<file path="src/hw/rtl/sjac_pkg.sv">
// sjac_pkg: shared constants, command codes and transaction types of the
// sorted-set jaccard unit. No dependencies; imported by every rtl file.
`timescale 1ns / 1ps
`default_nettype none

package sjac_pkg;

  // list capacity and ratio precision
  localparam int unsigned LIST_DEPTH    = 256;
  localparam int unsigned FRACTION_BITS = 16;

  // derived widths
  localparam int unsigned ELEM_W  = 31;
  localparam int unsigned IDX_W   = $clog2(LIST_DEPTH);
  localparam int unsigned COUNT_W = $clog2(LIST_DEPTH + 1);
  localparam int unsigned UNION_W = COUNT_W + 1;
  localparam int unsigned JAC_W   = FRACTION_BITS + 1;
  localparam int unsigned NUM_W   = COUNT_W + FRACTION_BITS;
  localparam int unsigned STEP_W  = $clog2(NUM_W + 1);

  // command codes
  typedef enum logic [1:0] {
    CMD_FIRST   = 2'd0,
    CMD_SECOND  = 2'd1,
    CMD_COMPUTE = 2'd2
  } sjac_cmd_e;

  // input transaction
  typedef struct packed {
    logic [1:0]        cmd;
    logic [ELEM_W-1:0] element;
  } sjac_item_t;

  // result transaction
  typedef struct packed {
    logic [COUNT_W-1:0] common_count;
    logic [COUNT_W-1:0] first_size;
    logic [COUNT_W-1:0] second_size;
    logic [UNION_W-1:0] union_size;
    logic [JAC_W-1:0]   jaccard;
    logic               order_error;
    logic               overflow_error;
  } sjac_result_t;

  // divider request and response
  typedef struct packed {
    logic               start;
    logic [NUM_W-1:0]   numer;
    logic [UNION_W-1:0] denom;
  } sjac_div_req_t;

  typedef struct packed {
    logic             done;
    logic [NUM_W-1:0] quot;
  } sjac_div_rsp_t;

endpackage

`default_nettype wire

</file>
<file path="src/hw/rtl/sjac_divider.sv">
// sjac_divider: restoring unsigned divider, one quotient bit per cycle.
// Depends on sjac_pkg for widths and the request/response structs.
`timescale 1ns / 1ps
`default_nettype none

module sjac_divider
  import sjac_pkg::*;
(
  input  wire logic          clk_i,
  input  wire logic          rst_ni,
  input  wire sjac_div_req_t req_i,
  output sjac_div_rsp_t      rsp_o
);

  logic [NUM_W-1:0]   shift_q, shift_d;
  logic [UNION_W-1:0] rem_q, rem_d;
  logic [UNION_W-1:0] den_q, den_d;
  logic [STEP_W-1:0]  step_q, step_d;
  logic               run_q, run_d;
  logic               done_q, done_d;
  logic [UNION_W:0]   trial;
  logic [UNION_W:0]   diff;

  // one shift-subtract step: numerator bits leave at the top, quotient
  // bits enter at the bottom
  always_comb begin
    trial   = {rem_q, shift_q[NUM_W-1]};
    diff    = trial - {1'b0, den_q};
    shift_d = shift_q;
    rem_d   = rem_q;
    den_d   = den_q;
    step_d  = step_q;
    run_d   = run_q;
    done_d  = 1'b0;
    if (req_i.start) begin
      shift_d = req_i.numer;
      rem_d   = '0;
      den_d   = req_i.denom;
      step_d  = STEP_W'(NUM_W);
      run_d   = 1'b1;
    end else if (run_q) begin
      if (!diff[UNION_W]) begin
        rem_d   = diff[UNION_W-1:0];
        shift_d = {shift_q[NUM_W-2:0], 1'b1};
      end else begin
        rem_d   = trial[UNION_W-1:0];
        shift_d = {shift_q[NUM_W-2:0], 1'b0};
      end
      step_d = step_q - STEP_W'(1);
      if (step_q == STEP_W'(1)) begin
        run_d  = 1'b0;
        done_d = 1'b1;
      end
    end
  end

  // control state
  always_ff @(posedge clk_i or negedge rst_ni) begin
    if (!rst_ni) begin
      run_q  <= 1'b0;
      done_q <= 1'b0;
      step_q <= '0;
    end else begin
      run_q  <= run_d;
      done_q <= done_d;
      step_q <= step_d;
    end
  end

  // datapath
  always_ff @(posedge clk_i) begin
    shift_q <= shift_d;
    rem_q   <= rem_d;
    den_q   <= den_d;
  end

  assign rsp_o.done = done_q;
  assign rsp_o.quot = shift_q;

endmodule

`default_nettype wire

</file>
<file path="config.mk">
export PLATFORM = sky130hd
export DESIGN_NAME = sjac_divider
export DESIGN_NICKNAME = d
export VERILOG_FILES = /design/src/hw/rtl/sjac_pkg.sv /design/src/hw/rtl/sjac_divider.sv
export SDC_FILE = /design/constraint.sdc
export NUM_CORES = 1
export LEC_CHECK = 0
export BUFFER_PORTS_ARGS = -buffer_cell sky130_fd_sc_hd__buf_2
export CAP_MARGIN = 10
export CELL_PAD_IN_SITES_DETAIL_PLACEMENT = 0
export CELL_PAD_IN_SITES_GLOBAL_PLACEMENT = 1
export CORE_MARGIN = 2
export CORE_UTILIZATION = 38
export CTS_CLUSTER_DIAMETER = 50
export DETAILED_ROUTE_END_ITERATION = 6
export PLACE_DENSITY_LB_ADDON = 0.15
export SETUP_SLACK_MARGIN = 0.02
export SLEW_MARGIN = 20
export SYNTH_ARGS = -nofsm -noshare
export SYNTH_HDL_FRONTEND = slang
export SYNTH_SLANG_ARGS = --single-unit
</file>
<file path="constraint.sdc">
create_clock -name clk_i -period 2.3 [get_ports clk_i]
set_input_delay 0.115 -clock clk_i [delete_from_list [all_inputs] [get_ports clk_i]]
set_output_delay 0.115 -clock clk_i [all_outputs]
set_load 0.1 [all_outputs]
</file>
==> out/qor.txt <==
Startpoint Class - flip-flop
Required @ worst endpoint - 2.51 ns
Post-synthesis compound-gate area fraction - 0.118
Top FF cell, synth - edfxtp_1
Status - finished, violations left
Die ar. - 7780 µm²
Largest net degree at the start of global routing - 30
Part of the Yosys area used for sequential elements - 0.529
Largest family of logic cells by synthesized area - simple AND/OR/NAND/NOR gates
Setup violators final - 1
Maximum root-to-sink buffer count - 2
Mux contribution to synthesized area - 0.100
Most frequent cells in the layout - buf_2 (63), edfxtp_1 (35), mux2_2 (24), nor2_1 (19), inv_1 (15)
Fmax - 426 MHz
Vias in the first global route - 1938
Port Buffer Count - 63
Worst setup margin - -0.0455 ns
Antenna-violating nets left - 0
Ys Warns - 0
DR pass1 iterations - 4
Initial DRC count - 85
CTS clock-pin slew for the worst setup and hold paths - 0.10 ns
H-tree depth - 2
Post-synth top area cell - edfxtp_1
Commonest non-fill, non-tap cell in the layout - buf_2
PD cells - 678 nW/µm²
Via count - 2054
Static leakage - 1.49 nW
Largest fanout on the critical path - 4
Slew Limit Fails - 0
Cell Chain, Critical Path - inv_1 > ha_1 > a21o_1 > a31oi_2 > nand4_1 > and3_4 > or3_4 > a311oi_2
Distinct cells, synth - 45
Crit path arrival time - 2.56 ns
First-pass GRT wire length - 9200 µm
Final Skew - 0.00623 ns
Post-Layout Cell Count - 415
DP HPWL - 4200 µm
Pre-CTS setup slack - -0.0539 ns
Post-synthesis instance area - 2690 µm²
Cts bufs inserted - 5
Aggregate global-route resource usage - 0.152
Period utilisation layout - 1.02
Synthesized netlist net count - 282
Final routed DRC violation total - 0
Initial antenna violation count - 0
Setup CP Type - flip-flop to flip-flop
CTS tree - yes
RR Startpoint - den_q[8]$_DFFE_PP_
Slowest-stage cell, CP - edfxtp_1
Drt via density - 4.95
Number of enable flip-flop cells after synthesis - 35
Synth async-reset ratio - 0.135
Min Tclk post-route - 2.35 ns
# rows - 30
Peak VDD IR - 0.383 mV
Final WL - 5960 µm
ANT cells - 0
Worst-skew pair later-pin latency - 0.30 ns
Clock sink count - 52
Fin nets - 369
Die Span Y - 88.2 µm
Syn Inst Count - 231
I/O pin cnt - 64
RSZ-0062 raised after global routing - yes
Synth Area in XOR/XNOR - 0.0293
Max-cap violation count - 0
Final hold vios - 0
Relative slew slack - 0.593
Yosys reg bits - 52
Share of the synthesized area in the top cell type - 0.390
Gr ovfl total - 0
CP Capture Type - flip-flop
Root Buffer - clkbuf_8
Synth top area cells - edfxtp_1 (39%), mux2_2 (10%), dfxtp_1 (7.4%)
Post-Synth Adder-Cell Area - 0.0632
Starting Density - 0.394
Fraction of layout cells with a size suffix above 1 - 0.442
Inst Count DP - 393
Die width - 88.2 µm
Core region area - 6830 µm²
Post-Synth Simple-Gate Area - 0.120
Fill cells - 644
HP Start - req_i[10]
Crit path launch - den_q[8]$_DFFE_PP_
Area grow syn2layout - 32.8%
Gpl congestion - 0.752
Worst slew pin tran - 0.611 ns
Routed len/inst - 14.4 µm
Mapped Avg Cell Area - 11.7 µm²
Crit path largest cell delay - 0.38 ns
HP Class - input pin to flip-flop
Failing checks - setup timing
through the flow:
stage / cell area, µm² / hold slack, ns / total power, mW / utilization / TNS, ns
after floorplan: 2710 / -0.181 / 1.71 / - / -4.28
final: 3580 / 0.0916 / 2.43 / 0.524 / -0.0455
after global placement: 3210 / -0.0414 / 1.86 / 0.470 / 0
after detailed placement: 3210 / -0.0416 / 1.87 / 0.470 / -0.202
after CTS: 3410 / 0.0855 / 2.42 / 0.499 / -0.0106
after global routing: 3580 / 0.0944 / 2.54 / 0.524 / -0.571
synthesized netlist by cell type (all sizes together), types with 2 or more instances:
| cell type | count |
|---|---|
| a311oi | 6 |
| dfrtp | 7 |
| xor2 | 2 |
| a21oi | 3 |
| o311ai | 3 |
| nor3 | 5 |
| nand2b | 7 |
| clkbuf | 3 |
| ha | 12 |
| o221ai | 2 |
| o21a | 2 |
| a21o | 5 |
| nor2b | 3 |
| mux2 | 24 |
| nand4 | 2 |
| edfxtp | 35 |
| nor2 | 19 |
| inv | 15 |
| or3 | 2 |
| buf | 9 |
| and3 | 3 |
| dfxtp | 10 |
| a31oi | 2 |
| xnor2 | 7 |
| nand2 | 7 |
| o21ai | 13 |
| o2111ai | 3 |
| nand3 | 8 |
layout make-up:
cell class                 instances  area [µm²]  share of cell area
sequential                        52        1430               0.399
multi-input combinational        154        1320               0.369
timing repair buffer              90         566               0.158
tap                               96         120              0.0336
clock buffer                       6        72.6              0.0203
inverter                          15        56.3              0.0157
clock inverter                     2        16.3             0.00455
critical path, delay by kind of cell (launching register included):
family	cells	cell delay, ns
fa+ha+maj	1	0.23
flops	1	0.38
buf+inv	1	0.06
compound gates	3	0.69
simple gates	3	0.91
path summary, 6_finish.rpt:
| check | cells after the start | endpoint | slack [ns] |
|---|---|---|---|
| hold / removal | 3 | shift_q[0]$_DFFE_PP_ | 0.09 |
| max in group asynchronous | 2 | run_q$_DFF_PN0_ | 1.97 |
| setup reg to reg | 8 | rem_q[0]$_SDFFE_PP0P_ | -0.05 |
| setup / recovery | 8 | rem_q[0]$_SDFFE_PP0P_ | -0.05 |
| min in group asynchronous | 2 | step_q[2]$_DFFE_PN0P_ | 0.18 |
| hold reg to reg | 2 | rem_q[4]$_SDFFE_PP0P_ | 0.52 |
kinds of logic after synthesis:
kind of cell,Yosys count
fa+ha+maj,13
simple gates,63
xor+xnor,9
compound gates,43
mux,24
buf+inv,27
flops,52
repair_timing:
item | CTS | global route
resized for setup | 1 | 36
buffers inserted | 0 | 2
setup endpoints to repair | 9 | 11
cloned | 0 | 2
hold buffers | 11 | 0
pin swaps | 0 | 6
endpoints found under the hold margin | 17 | 0
registers in the layout, summed over array words and instances (netlist names):
name,cells
rem_q,10
done_q,1
den_q,10
step_q,5
shift_q,25
run_q,1
routing by layer:
metal	GRT usage	routed length, µm	vias to the layer above
met4	0.0248	17	0
met3	0.0377	219	2
met1	0.222	2840	977
met2	0.235	2880	40
li1	-	-	1035
met5	0	0	-
where the power goes:
group / switching, mW / internal [mW]
Combinational: 0.538 / 0.225
Sequential: 0.0476 / 1.09
Clock: 0.310 / 0.217
Power figures use the tool's default switching activity.
